--- config.mk ---
export PLATFORM = sky130hd
export DESIGN_NAME = periodic_task_tick_scheduler
export DESIGN_NICKNAME = d
export VERILOG_FILES = /design/src/design/ptts_pkg.sv /design/src/design/ptts_dp.sv /design/src/design/ptts_ctrl.sv /design/src/design/periodic_task_tick_scheduler.sv
export SDC_FILE = /design/constraint.sdc
export NUM_CORES = 1
export LEC_CHECK = 0
export BUFFER_PORTS_ARGS = -buffer_cell sky130_fd_sc_hd__buf_2
export CAP_MARGIN = 20
export CORE_ASPECT_RATIO = 0.75
export CORE_MARGIN = 1
export CORE_UTILIZATION = 53
export DETAILED_ROUTE_END_ITERATION = 16
export GPL_ROUTABILITY_DRIVEN = 0
export PLACE_DENSITY = 0.69
export SLEW_MARGIN = 5
export SYNTH_ARGS = -nofsm -noshare
export SYNTH_HDL_FRONTEND = slang
export SYNTH_SLANG_ARGS = --single-unit
--- constraint.sdc ---
create_clock -name clock -period 5.2 [get_ports clock]
set_clock_uncertainty 0.2 [all_clocks]
set_input_delay 0.52 -clock clock [delete_from_list [all_inputs] [get_ports clock]]
set_output_delay 0.52 -clock clock [all_outputs]
set_load 0.01 [all_outputs]
--- src/design/ptts_pkg.sv ---
// ----------------------------------------------------------------------------
// ptts_pkg
// Shared constants, codes and control types of the periodic task scheduler.
// ----------------------------------------------------------------------------
package ptts_pkg;

   localparam int NUM_SLOTS  = 8;
   localparam int SLOT_W     = (NUM_SLOTS > 1) ? $clog2(NUM_SLOTS) : 1;
   localparam int KIND_W     = 3;
   localparam int IDX_W      = 8;
   localparam int PERIOD_W   = 16;
   localparam int DELAY_W    = 8;
   localparam int CD_W       = 16;
   localparam int FIRE_W     = 8;
   localparam int STATUS_W   = 2;
   localparam int REQ_DATA_W = 32;
   localparam int RSP_DATA_W = 16;

   typedef enum logic [KIND_W-1:0] {
      KIND_TICK    = 3'd0,
      KIND_CREATE  = 3'd1,
      KIND_SUSPEND = 3'd2,
      KIND_RESUME  = 3'd3,
      KIND_DELETE  = 3'd4
   } kind_type;

   typedef enum logic [STATUS_W-1:0] {
      ST_OK        = 2'd0,
      ST_RESERVED  = 2'd1,
      ST_BAD_INDEX = 2'd2
   } status_type;

   typedef enum logic [1:0] {
      S_IDLE = 2'b01,
      S_SCAN = 2'b10
   } state_type;

   typedef struct packed {
      logic exec;
      logic scan_clear;
      logic scan_step;
      logic load_tick;
   } ctl_cmd_type;

   typedef struct packed {
      logic is_tick;
      logic scan_last;
   } dp_stat_type;

endpackage

--- src/design/ptts_dp.sv ---
// ----------------------------------------------------------------------------
// ptts_dp
// Slot table, one-slot-per-cycle tick update and result register.
// ----------------------------------------------------------------------------
module ptts_dp (
   input  logic                                clock,
   input  logic                                reset,
   input  logic [ptts_pkg::KIND_W-1:0]         req_tuser,
   input  logic [ptts_pkg::REQ_DATA_W-1:0]     req_tdata,
   input  ptts_pkg::ctl_cmd_type               cmd,
   output ptts_pkg::dp_stat_type               stat,
   output logic [ptts_pkg::RSP_DATA_W-1:0]     rsp_tdata
);
   import ptts_pkg::*;

   logic [NUM_SLOTS-1:0] valid_ff, valid_in;
   logic [NUM_SLOTS-1:0] susp_ff, susp_in;
   logic [PERIOD_W-1:0]  period_ff [NUM_SLOTS];
   logic [CD_W-1:0]      cd_ff [NUM_SLOTS];
   logic [SLOT_W-1:0]    cnt_ff, cnt_in;
   logic [FIRE_W-1:0]    mask_ff, mask_in;
   logic [FIRE_W-1:0]    out_mask_ff, out_mask_in;
   status_type           out_status_ff, out_status_in;

   logic [IDX_W-1:0]     cmd_idx;
   logic [PERIOD_W-1:0]  cmd_period;
   logic [DELAY_W-1:0]   cmd_delay;
   logic [SLOT_W-1:0]    cmd_slot;
   logic                 bad_idx;
   logic [CD_W-1:0]      cur_cd;
   logic [PERIOD_W-1:0]  cur_per;
   logic                 live;
   logic                 hit;
   logic [FIRE_W-1:0]    fire_bits;
   logic                 per_wr_en;
   logic                 cd_wr_en;
   logic [SLOT_W-1:0]    wr_idx;
   logic [PERIOD_W-1:0]  per_wr_in;
   logic [CD_W-1:0]      cd_wr_in;

   assign cmd_idx    = req_tdata[IDX_W-1:0];
   assign cmd_period = req_tdata[IDX_W +: PERIOD_W];
   assign cmd_delay  = req_tdata[IDX_W+PERIOD_W +: DELAY_W];
   assign cmd_slot   = cmd_idx[SLOT_W-1:0];
   assign bad_idx    = cmd_idx >= IDX_W'(NUM_SLOTS);

   assign cur_cd  = cd_ff[cnt_ff];
   assign cur_per = period_ff[cnt_ff];
   assign live    = valid_ff[cnt_ff] && !susp_ff[cnt_ff];
   assign hit     = live && (cur_cd == '0);

   always_comb begin
      for (int j = 0; j < FIRE_W; j++) begin
         fire_bits[j] = hit && (int'(cnt_ff) == j);
      end
   end

   always_comb begin
      valid_in      = valid_ff;
      susp_in       = susp_ff;
      cnt_in        = cnt_ff;
      mask_in       = mask_ff;
      out_mask_in   = out_mask_ff;
      out_status_in = out_status_ff;
      per_wr_en     = 1'b0;
      cd_wr_en      = 1'b0;
      wr_idx        = cnt_ff;
      per_wr_in     = cmd_period;
      cd_wr_in      = hit ? CD_W'(cur_per) : cur_cd - CD_W'(1);

      if (cmd.scan_clear) begin
         cnt_in  = '0;
         mask_in = '0;
      end

      if (cmd.scan_step) begin
         cnt_in   = cnt_ff + SLOT_W'(1);
         mask_in  = mask_ff | fire_bits;
         cd_wr_en = live;
      end

      if (cmd.load_tick) begin
         out_mask_in   = mask_ff | fire_bits;
         out_status_in = ST_OK;
      end

      if (cmd.exec) begin
         out_mask_in   = '0;
         out_status_in = ST_OK;
         unique case (req_tuser)
            KIND_CREATE: begin
               if (bad_idx) begin
                  out_status_in = ST_BAD_INDEX;
               end else if (valid_ff[cmd_slot]) begin
                  out_status_in = ST_RESERVED;
               end else begin
                  valid_in[cmd_slot] = 1'b1;
                  susp_in[cmd_slot]  = 1'b0;
                  per_wr_en          = 1'b1;
                  cd_wr_en           = 1'b1;
                  wr_idx             = cmd_slot;
                  cd_wr_in           = CD_W'(cmd_delay);
               end
            end
            KIND_SUSPEND: begin
               if (bad_idx) out_status_in = ST_BAD_INDEX;
               else susp_in[cmd_slot] = 1'b1;
            end
            KIND_RESUME: begin
               if (bad_idx) out_status_in = ST_BAD_INDEX;
               else susp_in[cmd_slot] = 1'b0;
            end
            KIND_DELETE: begin
               if (bad_idx) out_status_in = ST_BAD_INDEX;
               else valid_in[cmd_slot] = 1'b0;
            end
            default: begin
               out_status_in = ST_OK;
            end
         endcase
      end
   end

   always_ff @(posedge clock) begin
      if (reset) begin
         valid_ff <= '0;
         susp_ff  <= '0;
         cnt_ff   <= '0;
      end else begin
         valid_ff <= valid_in;
         susp_ff  <= susp_in;
         cnt_ff   <= cnt_in;
      end
   end

   always_ff @(posedge clock) begin
      mask_ff       <= mask_in;
      out_mask_ff   <= out_mask_in;
      out_status_ff <= out_status_in;
      if (per_wr_en) period_ff[wr_idx] <= per_wr_in;
      if (cd_wr_en) cd_ff[wr_idx] <= cd_wr_in;
   end

   assign stat.is_tick   = (req_tuser == KIND_TICK);
   assign stat.scan_last = (cnt_ff == SLOT_W'(NUM_SLOTS - 1));

   assign rsp_tdata = {{(RSP_DATA_W - FIRE_W - STATUS_W){1'b0}}, out_status_ff, out_mask_ff};

endmodule

--- src/design/ptts_ctrl.sv ---
// ----------------------------------------------------------------------------
// ptts_ctrl
// Handshake control and slot scan sequencing of the task scheduler.
// ----------------------------------------------------------------------------
module ptts_ctrl (
   input  logic                   clock,
   input  logic                   reset,
   input  logic                   req_tvalid,
   output logic                   req_tready,
   output logic                   rsp_tvalid,
   input  logic                   rsp_tready,
   input  ptts_pkg::dp_stat_type  stat,
   output ptts_pkg::ctl_cmd_type  cmd
);
   import ptts_pkg::*;

   state_type state_ff, state_in;
   logic      rsp_valid_ff, rsp_valid_in;
   logic      accept;

   assign req_tready = (state_ff == S_IDLE) && (!rsp_valid_ff || rsp_tready);
   assign accept     = req_tvalid && req_tready;
   assign rsp_tvalid = rsp_valid_ff;

   always_comb begin
      state_in     = state_ff;
      rsp_valid_in = rsp_valid_ff && !rsp_tready;
      cmd          = '0;
      unique case (state_ff)
         S_IDLE: begin
            if (accept) begin
               if (stat.is_tick) begin
                  cmd.scan_clear = 1'b1;
                  state_in       = S_SCAN;
               end else begin
                  cmd.exec     = 1'b1;
                  rsp_valid_in = 1'b1;
               end
            end
         end
         S_SCAN: begin
            cmd.scan_step = 1'b1;
            if (stat.scan_last) begin
               cmd.load_tick = 1'b1;
               rsp_valid_in  = 1'b1;
               state_in      = S_IDLE;
            end
         end
         default: begin
            state_in = S_IDLE;
         end
      endcase
   end

   always_ff @(posedge clock) begin
      if (reset) begin
         state_ff     <= S_IDLE;
         rsp_valid_ff <= 1'b0;
      end else begin
         state_ff     <= state_in;
         rsp_valid_ff <= rsp_valid_in;
      end
   end

   a_scan_output_empty: assert property (@(posedge clock) disable iff (reset)
      (state_ff == S_SCAN) |-> !rsp_valid_ff)
      else $error("result pending during slot scan");

   a_tick_starts_scan: assert property (@(posedge clock) disable iff (reset)
      (accept && stat.is_tick) |=> (state_ff == S_SCAN))
      else $error("accepted tick did not start a scan");

   a_scan_end_delivers: assert property (@(posedge clock) disable iff (reset)
      (state_ff == S_SCAN && stat.scan_last) |=> (state_ff == S_IDLE && rsp_valid_ff))
      else $error("scan end did not present a result");

endmodule

--- src/design/periodic_task_tick_scheduler.sv ---
// ----------------------------------------------------------------------------
// periodic_task_tick_scheduler
// Time-triggered periodic task table driven by tick and slot commands.
// ----------------------------------------------------------------------------
// Create, suspend, resume and delete commands (and unused kinds) return their
// status beat in the cycle after they are accepted. During a tick, one shared
// countdown unit visits one table slot per cycle, firing and reloading or
// decrementing it, and the fire mask beat follows the last slot. A new beat
// is taken in the cycle the previous result is drained, but not during a scan.
// ----------------------------------------------------------------------------
module periodic_task_tick_scheduler (
   input  logic                                clock,
   input  logic                                reset,
   input  logic                                req_tvalid,
   output logic                                req_tready,
   // [2:0] kind
   input  logic [ptts_pkg::KIND_W-1:0]         req_tuser,
   // [7:0] task_index, [23:8] period, [31:24] start_delay
   input  logic [ptts_pkg::REQ_DATA_W-1:0]     req_tdata,
   output logic                                rsp_tvalid,
   input  logic                                rsp_tready,
   // [7:0] fire_mask, [9:8] status, [15:10] zero
   output logic [ptts_pkg::RSP_DATA_W-1:0]     rsp_tdata
);
   import ptts_pkg::*;

   ctl_cmd_type cmd;
   dp_stat_type stat;

   ptts_ctrl u_ctrl (
      .clock      (clock),
      .reset      (reset),
      .req_tvalid (req_tvalid),
      .req_tready (req_tready),
      .rsp_tvalid (rsp_tvalid),
      .rsp_tready (rsp_tready),
      .stat       (stat),
      .cmd        (cmd)
   );

   ptts_dp u_dp (
      .clock     (clock),
      .reset     (reset),
      .req_tuser (req_tuser),
      .req_tdata (req_tdata),
      .cmd       (cmd),
      .stat      (stat),
      .rsp_tdata (rsp_tdata)
   );

endmodule

==> results.py, run 1 <==
metrics = {
    "clock_tree": {
        "cts_resized": 0,
        "cts_setup_buffers": 0,
        "cts.path.max_buffers": 3,
        "cts_buffers": 28,
        "clock_latency_ns": 0.53,
        "cts-root-buf": "clkbuf_16",
        "holdBufCountCts": 0,
        "tritoncts": "built",
        "cts_max_level": 1,
        "cts.sinks": 299,
        "clk_pin_slew_ns": 0.06,
    },
    "pwr": {
        "power.density_cell_area_mw_per_mm2": 335,
        "swShare_pct": 18.7,
        "power.internal_uw": 3800,
        "pwr-share-clk_pct": 42.9,
        "power_frac_comb_pct": 1.6,
        "peakVddDrop_uv": 231,
        "p_switching_uw": 877,
        "leakagePower_uw": 0.00455,
        "seqPwrFrac_pct": 55.5,
    },
    "flow_run": {
        "maxCapViolations": 0,
    },
    "floorplan": {
        "die_w_um": 180,
        "rows": 48,
        "die_h_um": 135,
        "dieArea_mm2": 0.0243,
        "ioPinCount": 57,
        "core_mm2": 0.0231,
        "initial_core_util_pct": 54.2,
    },
    "timing": {
        "fin_tns_setup_ns": 0,
        "fmax_ghz": 0.234,
        "min_period_ns": 4.28,
        "rsz0062_at_grt": "no",
        "drv_slew": 0,
        "tightestPinTransition_ns": 0.970,
        "hold_violations": 0,
        "slew_headroom_pct": 35.3,
        "post-route-period-util_pct": 82.3,
        "setup_viol": 0,
    },
    "finish": {
        "area_growth_pct": 11.7,
        "seqCellArea_mm2": 0.00865,
        "multi_input_area_mm2": 0.00362,
        "diodes": 0,
        "final_nets": 845,
        "utilization_pct": 60.5,
        "drive_gt1_share_pct": 24.3,
        "fillerInstances": 1701,
    },
    "place": {
        "io_buffers": 50,
        "hpwlAfterDp_um": 15900,
    },
    "routing": {
        "drt_pass1_iterations": 11,
        "postRouteWirelength_um": 24900,
        "vias_per_cell": 5.89,
        "num_vias": 6588,
        "drtAntennaViolNets": 0,
        "drt_iter0_markers": 651,
        "drc_errors": 2,
        "wire_per_inst_um": 22.2,
    },
    "critical_path": {
        "r2r_cells": 7,
        "ff2ff_setup_slack_ns": 0.92,
        "path_cells": "mux4_2, mux2i_2, nand4_1, nor3b_2, nand4_1, mux2i_1, o21ai_0",
        "endpoint_kind": "flip-flop",
        "r2r_end": "u_dp.cd_ff[7][2]",
        "slowest_stage": "dfxtp_4",
        "crit_required_ns": 5.23,
        "cp_common_cell": "nand4_1",
        "start_kind": "flip-flop",
        "timing_worst_setup_path_type": "reg -> reg",
        "max_stage_delay_ns": 0.81,
        "arrival_ns": 4.31,
        "crit_end": "u_dp.cd_ff[7][2]",
        "crit_path_max_fanout": 35,
    },
    "global_route": {
        "antenna_found_initial": 0,
        "grt_pass1_wl_um": 39000,
        "grt_pass1_vias": 6648,
        "grt_max_degree": 36,
        "overflow": 0,
        "grt_usage_pct": 21.3,
    },
    "yosys": {
        "syn_area_per_cell_um2": 17.0,
        "synth_cell_type_count": 59,
        "ys.flop_type": "edfxtp_1",
        "async_flop_share_pct": 0,
        "ys_warn_count": 0,
        "synth-seq-cells": 299,
        "synth_top_area_share_pct": 63.8,
        "syn_area_mm2": 0.0125,
        "synth_top_cells_by_area": "edfxtp_1 (64%), mux4_2 (11%), dfxtp_1 (5.3%), mux2i_1 (3.4%), nor2_1 (1.1%)",
        "yosysTopAreaCell": "edfxtp_1",
        "synth_edf_count": 266,
        "ys_seq_area_share_pct": 69.0,
        "synthCells": 737,
    },
    "run_status": {
        "violations": "design-rule violations",
        "outcome": "finished, violations left",
    },
    "min_path": {
        "holdCritPathClass": "in -> reg",
    },
}
## layout by cell type (no fill, tap or decap), types with 10 or more instances in the layout
| cell | n |
|---|---|
| clkbuf_16 | 29 |
| nand2_1 | 31 |
| buf_4 | 21 |
| nor3_1 | 10 |
| a21oi_1 | 24 |
| mux2_2 | 10 |
| and2_1 | 10 |
| nand2b_1 | 14 |
| dfxtp_1 | 30 |
| mux4_2 | 60 |
| buf_2 | 50 |
| mux2i_1 | 43 |
| ha_1 | 10 |
| nor2b_1 | 15 |
| edfxtp_1 | 266 |
| nor2_1 | 37 |
## sequential cells by signal, summed over array words and instances (netlist names), named ones only
signal / flops
u_dp.period_ff: 128
u_dp.out_mask_ff: 8
u_dp.out_status_ff: 2
u_ctrl.state_ff: 2
u_dp.mask_ff: 8
u_dp.cd_ff: 128
u_ctrl.rsp_tvalid: 1
u_dp.cnt_ff: 3
## synth_stat cells (9+ instances only)
cell type and count:
ha_1 10, edfxtp_1 266, dfxtp_1 33, and2_1 10, nor3_1 11, buf_4 10, mux2i_1 43, nor2b_1 15
nand2b_1 14, clkbuf_1 19, mux4_2 60, a21oi_1 24, mux2_2 10, nor2_1 37, nand2_1 31, o21ai_1 9
nand3_1 9
## how the worst min path moves through the flow
| stage | cells after the start | to | start |
|---|---|---|---|
| floorplan | 2 | flip-flop | flip-flop |
| global placement | 2 | u_dp.out_mask_ff[0] | u_dp.out_mask_ff[0] |
| detailed placement | 2 | u_dp.out_mask_ff[1] | u_dp.out_mask_ff[1] |
| CTS | 1 | u_dp.period_ff[2][15] | req_tdata[23] |
| global route | 1 | u_dp.period_ff[2][15] | req_tdata[23] |
| finish | 1 | u_dp.period_ff[2][15] | req_tdata[23] |
## cells by family (layout without fill, tap and decap cells)
kind of cell    after synthesis  after routing  synth area share, %
fa+ha+maj                    10             10                0.999
compound gates               83             83                 4.39
simple gates                160            160                 6.82
other cells                   1              6               0.0299
mux                         116            116                 15.5
flops                       299            299                 69.0
xor+xnor                     14             14                0.979
buf+inv                      54            130                 2.28
## critical path, delay by kind of cell, from the launching register on
family	cells	cell delay [ns]
flip-flops	1	0.81
AND/OR/NAND/NOR	3	1.15
AO/OA/AOI/OAI	1	0.61
multiplexers	3	1.18
## area by class of cell
| cell class | count | area share [%] |
|---|---|---|
| inverters | 7 | 0.188 |
| clock inverters | 14 | 1.01 |
| clock buffers | 38 | 5.50 |
| multi-input cells | 389 | 25.8 |
| repair buffers | 71 | 2.92 |
| flip-flops and latches | 299 | 61.9 |
| well taps | 300 | 2.68 |
## power by group through the flow
stage / logic (uW) / clock network [uW] / registers (uW)
2_1_floorplan: 38.4 / 0 / 2650
3_3_place_gp: 69.0 / 0 / 2650
3_5_place_dp: 73.6 / 0 / 2650
4_1_cts: 74.0 / 2040 / 2600
5_1_grt: 81.8 / 2140 / 2600
6_report: 74.2 / 2010 / 2600
## layer usage
layer / part of all wire [%] / track usage, % / vias up
li1: - / - / 3024
met1: 48 / 32.2 / 3346
met2: 46 / 33.6 / 191
met3: 4.6 / 2.69 / 27
met4: 1.5 / 4.31 / 0
met5: 0 / 0 / -
## through the flow
step | total power [uW] | instances | hold slack, ns | area, um^2 | worst slack, ns
after floorplan | 2690 | 742 | 0.247 | 12500 | 1.24
after global placement | 2720 | 1066 | 0.243 | 13100 | 1.19
after detailed placement | 2720 | 1066 | 0.245 | 13100 | 0.974
after CTS | 4720 | 1118 | 0.0359 | 14000 | 0.948
after global routing | 4820 | 1118 | 0.0388 | 14000 | 0.584
final | 4680 | 1118 | 0.0514 | 14000 | 0.921
(Power assumes the default switching activity.)
==> run 2: changes to the inputs <==
--- a/config.mk
+++ b/config.mk
@@ -12,7 +12,7 @@
 export CORE_UTILIZATION = 53
 export DETAILED_ROUTE_END_ITERATION = 16
 export GPL_ROUTABILITY_DRIVEN = 0
-export PLACE_DENSITY = 0.69
+export PLACE_DENSITY = 0.72
 export SLEW_MARGIN = 5
 export SYNTH_ARGS = -nofsm -noshare
 export SYNTH_HDL_FRONTEND = slang
==> constraint.sdc (replaced) <==
create_clock -name clock -period 3.5 [get_ports clock]
set_clock_uncertainty 0.2 [all_clocks]
set_input_delay 0.35 -clock clock [delete_from_list [all_inputs] [get_ports clock]]
set_output_delay 0.35 -clock clock [all_outputs]
set_load 0.01 [all_outputs]
==> results.py, run 2 (synthesis gave the netlist of run 1 again) <==
metrics = {
    "critical_path": {
        "ff2ff_setup_slack_ns": 0.19,
        "crit_path_max_fanout": 11,
        "timing_worst_setup_path_type": "reg -> reg",
        "r2r_cells": 9,
        "arrival_ns": 3.35,
        "worst-path-stages": 9,
        "path_cells": "buf_12, mux4_2, mux2i_2, nand4_1, nor3b_2, nand4_1, buf_4, mux2i_1, o21ai_0",
        "max_stage_delay_ns": 0.59,
        "r2r_end": "u_dp.cd_ff[4][0]",
        "crit_end": "u_dp.cd_ff[4][0]",
        "start_kind": "flip-flop",
        "slowest_stage": "o21ai_0",
        "cp_common_cell": "nand4_1",
        "crit_family": "multiplexers",
        "endpoint_kind": "flip-flop",
        "crit_required_ns": 3.54,
        "cp.buffers_inverters": 2,
    },
    "finish": {
        "final_cell_mix": "edfxtp_1 (266), mux4_2 (60), buf_2 (50)",
        "top_regs": "u_dp.cd_ff: 128 flops, u_dp.period_ff: 128 flops",
        "final_cells": 1165,
        "final_nets": 892,
        "fillerInstances": 1593,
        "area_growth_pct": 16.2,
        "final_common_cell": "edfxtp_1",
        "drive_gt1_share_pct": 26.5,
        "diodes": 0,
    },
    "flow_run": {
        "maxCapViolations": 0,
    },
    "floorplan": {
        "die_h_um": 135,
        "dieArea_mm2": 0.0243,
        "rows": 48,
        "initial_core_util_pct": 54.2,
        "die_w_um": 180,
        "core_mm2": 0.0231,
        "ioPinCount": 57,
    },
    "clock_tree": {
        "cts.path.max_buffers": 3,
        "cts_max_level": 1,
        "cts_setup_buffers": 0,
        "cts.sinks": 299,
        "clock_latency_ns": 0.54,
        "clk_pin_slew_ns": 0.06,
        "cts_buffers": 28,
        "tritoncts": "built",
        "cts-root-buf": "clkbuf_16",
    },
    "pwr": {
        "swShare_pct": 19.7,
        "power.internal_uw": 5450,
        "p_switching_uw": 1340,
        "pwr-share-clk_pct": 41.3,
        "power_frac_comb_pct": 1.9,
        "seqPwrFrac_pct": 56.8,
        "peakVddDrop_uv": 351,
        "leakagePower_uw": 0.00478,
        "power.density_cell_area_mw_per_mm2": 467,
    },
    "place": {
        "post-place-ws_ns": 0.0875,
        "io_buffers": 50,
        "hpwlAfterDp_um": 16600,
        "place_inst": 1095,
    },
    "routing": {
        "wire_per_inst_um": 22.3,
        "drt_pass1_iterations": 7,
        "drt_iter0_markers": 555,
        "num_vias": 6904,
        "drc_errors": 0,
        "drtAntennaViolNets": 0,
        "vias_per_cell": 5.93,
        "postRouteWirelength_um": 26000,
    },
    "global_route": {
        "antenna_found_initial": 1,
        "grt_pass1_vias": 7096,
        "grt_usage_pct": 22.2,
        "grt_max_degree": 28,
        "grt_pass1_wl_um": 40500,
        "overflow": 0,
    },
    "timing": {
        "setup_viol": 0,
        "slew_headroom_pct": 46.9,
        "fmax_ghz": 0.302,
        "drv_slew": 0,
        "rsz0062_at_grt": "no",
        "tightestPinTransition_ns": 0.796,
        "min_period_ns": 3.31,
        "post-route-period-util_pct": 94.5,
        "hold_violations": 0,
        "fin_ws_ns": 0.194,
    },
    "run_status": {
        "outcome": "finished clean",
    },
    "min_path": {
        "holdCritPathClass": "in -> reg",
    },
}
run 2: area by class of cell:
class / count / area (um^2) / area share [%]
Multi-Input combinational cell: 389 / 3650 / 25.1
Tap cell: 300 / 375 / 2.58
Clock inverter: 20 / 135 / 0.929
Timing Repair Buffer: 118 / 993 / 6.83
Clock buffer: 32 / 716 / 4.92
Sequential cell: 299 / 8660 / 59.5
Inverter: 7 / 26.3 / 0.181
run 2: worst min-delay path by stage:
stage | cells past startpoint | from | slack (ns) | to
final | 4 | rsp_tready | 0.03 | u_ctrl.rsp_tvalid
after CTS | 4 | rsp_tready | 0.02 | u_ctrl.rsp_tvalid
after detailed placement | 2 | u_dp.out_mask_ff[3] | 0.25 | u_dp.out_mask_ff[3]
after global routing | 4 | rsp_tready | 0.04 | u_ctrl.rsp_tvalid
after floorplan | 2 | flip-flop | 0.25 | flip-flop
after global placement | 2 | u_dp.out_mask_ff[4] | 0.24 | u_dp.out_mask_ff[4]
run 2: through the flow:
stage / total power (uW) / setup TNS [ns] / utilization (%) / hold WS [ns] / area, um^2
3_5_place_dp: 4050 / 0 / 58.3 / 0.248 / 13500
6_report: 6790 / 0 / 62.9 / 0.0292 / 14600
5_1_grt: 7000 / 0 / 62.9 / 0.0442 / 14600
2_1_floorplan: 4000 / -0.556 / - / 0.247 / 12500
3_3_place_gp: 4040 / 0 / 58.3 / 0.241 / 13500
4_1_cts: 6850 / 0 / 62.8 / 0.0179 / 14500
run 2: power groups by stage:
stage	clock [uW]	sequential, uW	combinational [uW]
global placement	0	3940	103
global route	3000	3860	140
detailed placement	0	3940	109
floorplan	0	3940	57.3
CTS	2870	3860	126
finish	2810	3860	126
run 2: tightest hold or removal path, delay by kind of cell:
| kind | cells | cell delay (ns) |
|---|---|---|
| AO/OA/AOI/OAI | 1 | 0.14 |
| buffers and inverters | 1 | 0.07 |
| AND/OR/NAND/NOR | 2 | 0.17 |
run 2: layer usage:
layer	global-route usage [%]	share of wire, %	vias up
met5	0	0	-
met4	4.89	1.8	0
met3	3.74	6.6	36
met2	35.9	47	241
met1	32.1	45	3506
li1	-	-	3121
run 2: timing repair:
item                                    4_1_cts  5_1_grt
endpoints found under the setup margin        0       48
hold buffers                                 18        0
resized for setup                             0        7
endpoints found under the hold margin       130        0
